**src/rtl/sflg_pkg.sv**
```systemverilog
package sflg_pkg;

  // Delay line geometry.
  localparam int DELAY_FRAMES = 2048;
  localparam int ADDR_W       = $clog2(DELAY_FRAMES);
  localparam int FRAC_W       = 8;
  localparam int DLY_W        = ADDR_W + FRAC_W;
  localparam int DMAX         = (DELAY_FRAMES - 1) * (1 << FRAC_W);

  // Sample format.
  localparam int SAMPLE_W = 16;

  // Sine table: quarter wave, entries 0 .. QUARTER inclusive.
  localparam int SINE_BITS = 10;
  localparam int QUARTER   = 1 << (SINE_BITS - 2);
  localparam int SIDX_W    = SINE_BITS - 1;
  localparam int SMAG_W    = 15;
  localparam logic [63:0] HALF_PI_Q30 = 64'd1686629713;
  localparam logic [63:0] ONE_Q30     = 64'd1 << 30;

  // Shared multiplier.
  localparam int MUL_A_W = 20;
  localparam int MUL_B_W = 18;
  localparam int PROD_W  = MUL_A_W + MUL_B_W;
  localparam int HI_W    = PROD_W - 16;

  // Shared divider.
  localparam int DIV_N_W = 32;
  localparam int DIV_Q_W = 17;
  localparam int DIV_C_W = $clog2(DIV_Q_W + 1);

  // Gains.
  localparam int GAIN_W = 17;
  localparam logic [GAIN_W-1:0] UNITY_Q16 = 17'd65536;
  localparam logic [MUL_B_W-1:0] RECIP5   = 18'd52429;
  localparam logic [16:0] CLIP_THREE      = 17'd98304;
  localparam logic [16:0] CLIP_ONE        = 17'd32768;

  // Configuration port.
  localparam int CFG_IDX_W  = 3;
  localparam int CFG_DATA_W = 32;
  localparam logic [CFG_IDX_W-1:0] REG_PHASE_STEP    = 3'd0;
  localparam logic [CFG_IDX_W-1:0] REG_CENTER_DELAY  = 3'd1;
  localparam logic [CFG_IDX_W-1:0] REG_LFO_WIDTH     = 3'd2;
  localparam logic [CFG_IDX_W-1:0] REG_FEEDBACK_GAIN = 3'd3;
  localparam logic [CFG_IDX_W-1:0] REG_WET_MIX       = 3'd4;
  localparam logic [CFG_IDX_W-1:0] REG_OUTPUT_SCALE  = 3'd5;

  typedef struct packed {
    logic [31:0]       phase_step;
    logic [18:0]       center_delay;
    logic [18:0]       lfo_width;
    logic [GAIN_W-1:0] feedback_gain;
    logic [GAIN_W-1:0] wet_mix;
    logic [GAIN_W-1:0] output_scale;
  } cfg_t;

  typedef enum logic [4:0] {
    ST_IDLE, ST_SINE, ST_MUL_D, ST_DELAY, ST_RD_P, ST_RD_N, ST_CAP_N,
    ST_MUL_I, ST_INTERP, ST_MUL_FB, ST_CLIP_IN, ST_MUL_WM, ST_MIX, ST_MUL_OS,
    ST_OUT, ST_MUL_SQ, ST_X2, ST_MUL_5, ST_DIV1_GO, ST_DIV1, ST_DIV2_GO,
    ST_DIV2, ST_WRITE, ST_FIN
  } state_t;

  typedef enum logic [4:0] {
    OP_NONE, OP_ACCEPT, OP_SINE, OP_MUL_D, OP_DELAY, OP_RD_P, OP_RD_N,
    OP_CAP_N, OP_MUL_I, OP_INTERP, OP_MUL_FB, OP_CLIP_IN, OP_MUL_WM, OP_MIX,
    OP_MUL_OS, OP_OUT, OP_MUL_SQ, OP_X2, OP_MUL_5, OP_DIV1_GO, OP_DIV2_GO,
    OP_WRITE, OP_LOAD_OUT
  } op_t;

  typedef struct packed {
    op_t  op;
    logic ch;
  } ctrl_t;

  typedef struct packed {
    logic div_busy;
  } stat_t;

  typedef logic [QUARTER:0][SMAG_W-1:0] sine_rom_t;

  // Quarter-wave sine magnitude in Q15, built at elaboration by a Horner series.
  function automatic sine_rom_t build_sine_rom();
    sine_rom_t   rom;
    logic [63:0] x;
    logic [63:0] x2;
    logic [63:0] t;
    logic [63:0] s;
    logic [63:0] s15;
    int          a;
    rom = '0;
    for (a = 0; a <= QUARTER; a++) begin
      x   = (64'(a) * HALF_PI_Q30) / QUARTER;
      x2  = (x * x) >> 30;
      t   = ONE_Q30;
      t   = ONE_Q30 - ((x2 * t) >> 30) / 110;
      t   = ONE_Q30 - ((x2 * t) >> 30) / 72;
      t   = ONE_Q30 - ((x2 * t) >> 30) / 42;
      t   = ONE_Q30 - ((x2 * t) >> 30) / 20;
      t   = ONE_Q30 - ((x2 * t) >> 30) / 6;
      s   = (x * t) >> 30;
      s15 = (s + 64'd16384) >> 15;
      if (s15 > 64'd32767) begin
        s15 = 64'd32767;
      end
      rom[a] = s15[SMAG_W-1:0];
    end
    return rom;
  endfunction

  localparam sine_rom_t SINE_ROM = build_sine_rom();

endpackage

```
**src/rtl/sflg_ctrl.sv**
```systemverilog
module sflg_ctrl (
  input  logic            clk,
  input  logic            rst_n,
  input  logic            in_valid,
  output logic            in_stall,
  output logic            out_valid,
  input  logic            out_stall,
  input  sflg_pkg::stat_t stat,
  output sflg_pkg::ctrl_t ctrl
);

  sflg_pkg::state_t state_r;
  sflg_pkg::state_t state_nxt;
  logic             ch_r;
  logic             ch_nxt;
  logic             out_valid_r;
  logic             out_valid_nxt;
  logic             can_load;

  // The finished item may be loaded once the output register is free or drains.
  assign can_load = !out_valid_r || !out_stall;

  always_ff @(posedge clk) begin
    if (!rst_n) begin
      state_r     <= sflg_pkg::ST_IDLE;
      ch_r        <= 1'b0;
      out_valid_r <= 1'b0;
    end else begin
      state_r     <= state_nxt;
      ch_r        <= ch_nxt;
      out_valid_r <= out_valid_nxt;
    end
  end

  always_comb begin
    state_nxt     = state_r;
    ch_nxt        = ch_r;
    out_valid_nxt = out_valid_r && out_stall;
    case (state_r)
      sflg_pkg::ST_IDLE:    if (in_valid) state_nxt = sflg_pkg::ST_SINE;
      sflg_pkg::ST_SINE:    state_nxt = sflg_pkg::ST_MUL_D;
      sflg_pkg::ST_MUL_D:   state_nxt = sflg_pkg::ST_DELAY;
      sflg_pkg::ST_DELAY:   state_nxt = sflg_pkg::ST_RD_P;
      sflg_pkg::ST_RD_P:    state_nxt = sflg_pkg::ST_RD_N;
      sflg_pkg::ST_RD_N:    state_nxt = sflg_pkg::ST_CAP_N;
      sflg_pkg::ST_CAP_N:   state_nxt = sflg_pkg::ST_MUL_I;
      sflg_pkg::ST_MUL_I:   state_nxt = sflg_pkg::ST_INTERP;
      sflg_pkg::ST_INTERP:  state_nxt = sflg_pkg::ST_MUL_FB;
      sflg_pkg::ST_MUL_FB:  state_nxt = sflg_pkg::ST_CLIP_IN;
      sflg_pkg::ST_CLIP_IN: state_nxt = sflg_pkg::ST_MUL_WM;
      sflg_pkg::ST_MUL_WM:  state_nxt = sflg_pkg::ST_MIX;
      sflg_pkg::ST_MIX:     state_nxt = sflg_pkg::ST_MUL_OS;
      sflg_pkg::ST_MUL_OS:  state_nxt = sflg_pkg::ST_OUT;
      sflg_pkg::ST_OUT:     state_nxt = sflg_pkg::ST_MUL_SQ;
      sflg_pkg::ST_MUL_SQ:  state_nxt = sflg_pkg::ST_X2;
      sflg_pkg::ST_X2:      state_nxt = sflg_pkg::ST_MUL_5;
      sflg_pkg::ST_MUL_5:   state_nxt = sflg_pkg::ST_DIV1_GO;
      sflg_pkg::ST_DIV1_GO: state_nxt = sflg_pkg::ST_DIV1;
      sflg_pkg::ST_DIV1:    if (!stat.div_busy) state_nxt = sflg_pkg::ST_DIV2_GO;
      sflg_pkg::ST_DIV2_GO: state_nxt = sflg_pkg::ST_DIV2;
      sflg_pkg::ST_DIV2:    if (!stat.div_busy) state_nxt = sflg_pkg::ST_WRITE;
      sflg_pkg::ST_WRITE: begin
        ch_nxt    = !ch_r;
        state_nxt = ch_r ? sflg_pkg::ST_FIN : sflg_pkg::ST_MUL_I;
      end
      sflg_pkg::ST_FIN: begin
        if (can_load) begin
          out_valid_nxt = 1'b1;
          state_nxt     = sflg_pkg::ST_IDLE;
        end
      end
      default: state_nxt = sflg_pkg::ST_IDLE;
    endcase
  end

  always_comb begin
    ctrl.ch = ch_r;
    case (state_r)
      sflg_pkg::ST_IDLE:    ctrl.op = in_valid ? sflg_pkg::OP_ACCEPT : sflg_pkg::OP_NONE;
      sflg_pkg::ST_SINE:    ctrl.op = sflg_pkg::OP_SINE;
      sflg_pkg::ST_MUL_D:   ctrl.op = sflg_pkg::OP_MUL_D;
      sflg_pkg::ST_DELAY:   ctrl.op = sflg_pkg::OP_DELAY;
      sflg_pkg::ST_RD_P:    ctrl.op = sflg_pkg::OP_RD_P;
      sflg_pkg::ST_RD_N:    ctrl.op = sflg_pkg::OP_RD_N;
      sflg_pkg::ST_CAP_N:   ctrl.op = sflg_pkg::OP_CAP_N;
      sflg_pkg::ST_MUL_I:   ctrl.op = sflg_pkg::OP_MUL_I;
      sflg_pkg::ST_INTERP:  ctrl.op = sflg_pkg::OP_INTERP;
      sflg_pkg::ST_MUL_FB:  ctrl.op = sflg_pkg::OP_MUL_FB;
      sflg_pkg::ST_CLIP_IN: ctrl.op = sflg_pkg::OP_CLIP_IN;
      sflg_pkg::ST_MUL_WM:  ctrl.op = sflg_pkg::OP_MUL_WM;
      sflg_pkg::ST_MIX:     ctrl.op = sflg_pkg::OP_MIX;
      sflg_pkg::ST_MUL_OS:  ctrl.op = sflg_pkg::OP_MUL_OS;
      sflg_pkg::ST_OUT:     ctrl.op = sflg_pkg::OP_OUT;
      sflg_pkg::ST_MUL_SQ:  ctrl.op = sflg_pkg::OP_MUL_SQ;
      sflg_pkg::ST_X2:      ctrl.op = sflg_pkg::OP_X2;
      sflg_pkg::ST_MUL_5:   ctrl.op = sflg_pkg::OP_MUL_5;
      sflg_pkg::ST_DIV1_GO: ctrl.op = sflg_pkg::OP_DIV1_GO;
      sflg_pkg::ST_DIV2_GO: ctrl.op = sflg_pkg::OP_DIV2_GO;
      sflg_pkg::ST_WRITE:   ctrl.op = sflg_pkg::OP_WRITE;
      sflg_pkg::ST_FIN:     ctrl.op = can_load ? sflg_pkg::OP_LOAD_OUT : sflg_pkg::OP_NONE;
      default:              ctrl.op = sflg_pkg::OP_NONE;
    endcase
  end

  assign in_stall  = state_r != sflg_pkg::ST_IDLE;
  assign out_valid = out_valid_r;

endmodule

```
**config.mk**
```make
export PLATFORM = sky130hd
export DESIGN_NAME = sflg_ctrl
export DESIGN_NICKNAME = d
export VERILOG_FILES = /design/src/rtl/sflg_pkg.sv /design/src/rtl/sflg_ctrl.sv
export SDC_FILE = /design/constraint.sdc
export NUM_CORES = 1
export LEC_CHECK = 0
export ABC_AREA = 1
export BUFFER_PORTS_ARGS = -buffer_cell sky130_fd_sc_hd__buf_2
export CAP_MARGIN = 15
export CORE_AREA = 2 2 39 41
export CTS_BUF_LIST = sky130_fd_sc_hd__clkbuf_8
export DETAILED_ROUTE_END_ITERATION = 8
export DIE_AREA = 0 0 41 43
export MAX_ROUTING_LAYER = met4
export PLACE_DENSITY = 0.81
export SYNTH_ARGS = -nofsm -noshare
export SYNTH_HDL_FRONTEND = slang
export SYNTH_SLANG_ARGS = --single-unit
```
**constraint.sdc**
```tcl
create_clock -name clk -period 1.8 [get_ports clk]
set_input_delay 0.18 -clock clk [delete_from_list [all_inputs] [get_ports clk]]
set_output_delay 0.18 -clock clk [all_outputs]
set_load 0.03 [all_outputs]
```
# ---- Yosys cells after proc, flatten, opt, wreduce, memory -nomap -nowiden
# Index checks and enable logic that the tools add are counted.
dict set report word_totals {
  elab_cells 49
  reg_bits 7
  inputBits 5
  output_inout_bits 8
}
dict set report classes {
  muxes 11
  n_reduce_logical 8
  eq_ne 27
}
# op n
set ops {}
lappend ops {{one-hot mux 5 bit (24 select lines)} 1}
lappend ops {{one-hot mux 5 bit (22 select lines)} 1}
lappend ops {{equality test 5 x 4 -> 1 bit (second input constant)} 8}
lappend ops {{equality test 5 bit (second input constant)} 8}
lappend ops {{2-to-1 mux 5 bit} 6}
lappend ops {{equality test 5 x 3 -> 1 bit (second input constant)} 4}
lappend ops {{equality test 5 x 2 -> 1 bit (second input constant)} 2}
lappend ops {{inequality test 2 bit (second input constant)} 4}
lappend ops {{equality test 5 x 1 -> 1 bit (second input constant)} 1}
lappend ops {{zero test 5 bit} 1}
lappend ops {{nonzero test 5 bit} 1}
lappend ops {{AND reduction 4 bit} 1}
lappend ops {{zero test 1 bit} 3}
lappend ops {{2-to-1 mux 1 bit} 3}
lappend ops {{logical AND 1 bit} 1}
lappend ops {{logical OR 1 bit} 1}

# ---- Depth between registers and ports, before layout
dict set report depth {
  word_depth 4
  mapped_depth 10
  mapped_depth_nobuf 9
}

# ---- Worst setup path before layout
# OpenSTA, ideal clock, no wires.
dict set report synth_timing {
  path_type {register to output}
  start {register state_r[2]}
  end {output port ctrl[1] (netlist name)}
  path_buffers 1
  stages_incl_launch_ff 6
  path_slack_ns 0.316
  t_arrival_ns 1.304
  required_ns 1.620
  cell_sequence {dfxtp_1 > buf_2 > nor2_1 > nand3_2 > o21a_1 > nand4_1}
}
# item line
set synth_rtl {}
lappend synth_rtl {{from (decl)} sflg_ctrl.sv:12} ;# sflg_pkg::state_t state_r;
lappend synth_rtl {{from (signal assigned)} sflg_ctrl.sv:25} ;# state_r <= sflg_pkg::ST_IDLE;
lappend synth_rtl {{from (signal assigned)} sflg_ctrl.sv:29} ;# state_r <= state_nxt;
lappend synth_rtl {{to (decl)} sflg_ctrl.sv:9} ;# output sflg_pkg::ctrl_t ctrl

==> impl_metrics.env <==
export IMPL_root_buffer="clkbuf_8"
export IMPL_drive_gt1_frac=0.227
export IMPL_maxCapViolCount=0
export IMPL_met2_length_um=915
export IMPL_worstSkewPairLatency_ns=0.23
export IMPL_first_pass_iters=4
export IMPL_critical_path_endpoint_type="primary output"
export IMPL_syn_nets=133
export IMPL_dpl_cell_count=153
export IMPL_rr_endpoint="state_r[2]"
export IMPL_holdBufCountCts=0
export IMPL_fin_crit_ns=1.74
export IMPL_cts_buffers=3
export IMPL_worstMarginPinSlew_ns=0.290
export IMPL_die_w_um=41
export IMPL_finalHoldViolCount=0
export IMPL_slowest_stage="dfxtp_2"
export IMPL_antenna_found_initial=0
export IMPL_rsz0062_at_grt="true"
export IMPL_drv_slew=0
export IMPL_cts_buffer_depth=2
export IMPL_pwr_density_cell_nw_per_um2=1870
export IMPL_syn_cell_area_um2=681
export IMPL_wirelength_mm=1.96
export IMPL_place_gp_congestion=0.916
export IMPL_synth_edf_count=0
export IMPL_crit_arrival_ns=1.56
export IMPL_diodes=0
export IMPL_crit_path_start_kind="flip-flop"
export IMPL_r2r_slack_ns=0.35
export IMPL_rows=14
export IMPL_synth_most_common_cell="nand2_1"
export IMPL_grt_pass1_wl_mm=2.92
export IMPL_route_detailed_drc=0
export IMPL_vias=875
export IMPL_final_nets=147
export IMPL_synth_flop_cell="dfxtp_1"
export IMPL_crit_family="flip-flops"
export IMPL_leakagePower_nw=0.446
export IMPL_fp_dieH_um=43
export IMPL_synth_top_area_share=0.206
export IMPL_vias_per_cell=5.57
export IMPL_track_usage=0.252
export IMPL_num_io_pins=13
export IMPL_ir_worst_vdd_uv=873
export IMPL_dp_hpwl_mm=1.42
export IMPL_synth_compound_area_frac=0.178
export IMPL_hold_depth=3
export IMPL_synth_seq_cells=7
export IMPL_synth_adder_area_share=0
export IMPL_r2r_cells=7
export IMPL_areaGrowthSynthToFinish_pct=20.0
export IMPL_hold_end="state_r[1]"
export IMPL_netlist_top_cells_area="dfxtp_1, nand2_1, nor2_1"
export IMPL_grt_pass1_vias=706
export IMPL_path_class="reg -> out"
export IMPL_skew_ns=0.00558
export IMPL_async_flop_share=0
export IMPL_drt_iter0_markers=55
export IMPL_fin_cells=157
export IMPL_synth_area_per_cell_um2=5.32
export IMPL_synth_mux_area_frac=0
export IMPL_critPathMaxStageDelay_ns=0.45
export IMPL_io_buffers=12
export IMPL_critPathBufInv=3
export IMPL_cts_reportedPaths_clkPinSlew_ns=0.04
export IMPL_wire_per_inst_um=12.5
export IMPL_synth_top_family_by_area="simple AND/OR/NAND/NOR gates"
export IMPL_setup_viol=0
export IMPL_cts_tree="built"
export IMPL_min_from="rst_n"
export IMPL_fill_cells=146
export IMPL_seq_area_frac_synth=0.206
export IMPL_synth_simple_area_share=0.485
export IMPL_cp_max_fo=9
export IMPL_pre_cts_ws_ns=0.182
export IMPL_floorplan_die_area_um2=1760
export IMPL_final_setup_worst_slack_ns=0.0594
export IMPL_worstReg2RegStart="state_r[4]"
export IMPL_wl_met3_um=165
export IMPL_synth_cell_types=20
export IMPL_hold_path_class="in -> reg"
export IMPL_highest_signal_layer="met4"
export IMPL_cts_htree_levels=1
export IMPL_grt_max_degree=10
export IMPL_max_slew_margin=0.806
export IMPL_start_util=0.492
export IMPL_synth_largest_area_cell="dfxtp_1"
export IMPL_grt_ovfl_total=0
export IMPL_status="completed"
export IMPL_yosys_warnings=0
export IMPL_fin_crit_sh=0.967
export IMPL_path_cells="inv_2 -> nand2_2 -> inv_1 -> o21ai_1 -> nand3_1 -> buf_2"
export IMPL_synth_xor_area_share=0
export IMPL_core_um2=1380
export IMPL_crit_required_ns=1.62
export IMPL_synthCells=128
export IMPL_synth_commonest_cells="nand2_1, nor2_1, inv_1"
export IMPL_wl_met1_um=830
export IMPL_cts_sinks=7
export IMPL_fmax_mhz=575
export IMPL_route_antenna_remaining_nets=0
## power breakdown
part           switching (mW)  total [mW]  internal [mW]  leakage, nW
clock network          0.0734       0.221          0.148       0.0269
registers              0.0992       0.306          0.207       0.0591
logic                   0.712        1.00          0.291        0.360
## routing by layer
| layer | vias up | track usage |
|---|---|---|
| li1 | 439 | - |
| met1 | 380 | 0.319 |
| met2 | 47 | 0.356 |
| met3 | 9 | 0.0890 |
| met4 | 0 | 0.100 |
| met5 | - | - |
## what timing repair did
action	4_1_cts	5_1_grt
gates resized for setup	1	11
pin swaps	0	0
hold endpoints to repair	0	0
setup buffers	0	0
endpoints found under the setup margin	3	4
## metrics by stage
| step | utilization | power (mW) | area [µm²] | hold WS, ns | TNS, ns |
|---|---|---|---|---|---|
| after floorplan | - | 1.00 | 681 | 0.300 | 0 |
| after global placement | 0.537 | 1.23 | 743 | 0.444 | 0 |
| after detailed placement | 0.537 | 1.23 | 743 | 0.444 | 0 |
| after CTS | 0.571 | 1.46 | 790 | 0.201 | 0 |
| after global routing | 0.590 | 1.64 | 817 | 0.231 | -0.0411 |
| final | 0.590 | 1.53 | 817 | 0.203 | 0 |
## sequential cells by signal (all words and copies together), names as in the netlist
name and count:
state_r 5, out_valid 1, ch_r 1
## cells in the final DEF, fill, tap and decap left out, drive strengths merged
cell type and n:
nand2 34, nand4 4, nor2 30, o21ai 10
a31oi 2, a32oi 1, o21a 1, clkbuf 3
a21oi 4, nand3 8, dfxtp 7, inv 20
buf 12, a22oi 3, nor3 2
## logic make-up after synthesis
logic type	Yosys count
simple gates	78
buf+inv	22
compound gates	21
flops	7
## area by class of cell
cell class / count / area [µm²] / share of cell area
clock buffer: 3 / 41.3 / 0.0505
clock inverter: 1 / 3.75 / 0.00459
timing repair buffer: 12 / 60.1 / 0.0735
inverter: 19 / 71.3 / 0.0873
tap: 16 / 20.0 / 0.0245
multi-input combinational: 99 / 474 / 0.580
sequential: 7 / 146 / 0.179
## worst min-delay path, stage by stage
cell and delay [ns]:
buf_2 0.12, nand2_1 0.07, nor2_1 0.03
## worst max-delay path by stage
| stage | start | to | slack, ns | cells past startpoint |
|---|---|---|---|---|
| 3_5_place_dp | state_r[4] | ctrl[3] | 0.18 | 6 |
| 3_3_place_gp | state_r[4] | ctrl[3] | 0.17 | 6 |
| 2_1_floorplan | state_r[2] | ctrl[1] | 0.32 | 5 |
| 5_1_grt | state_r[3] | ctrl[4] | -0.02 | 7 |
| 6_report | state_r[4] | ctrl[3] | 0.06 | 6 |
| 4_1_cts | state_r[0] | ctrl[3] | 0.03 | 7 |
Power figures use the tool's default switching activity.
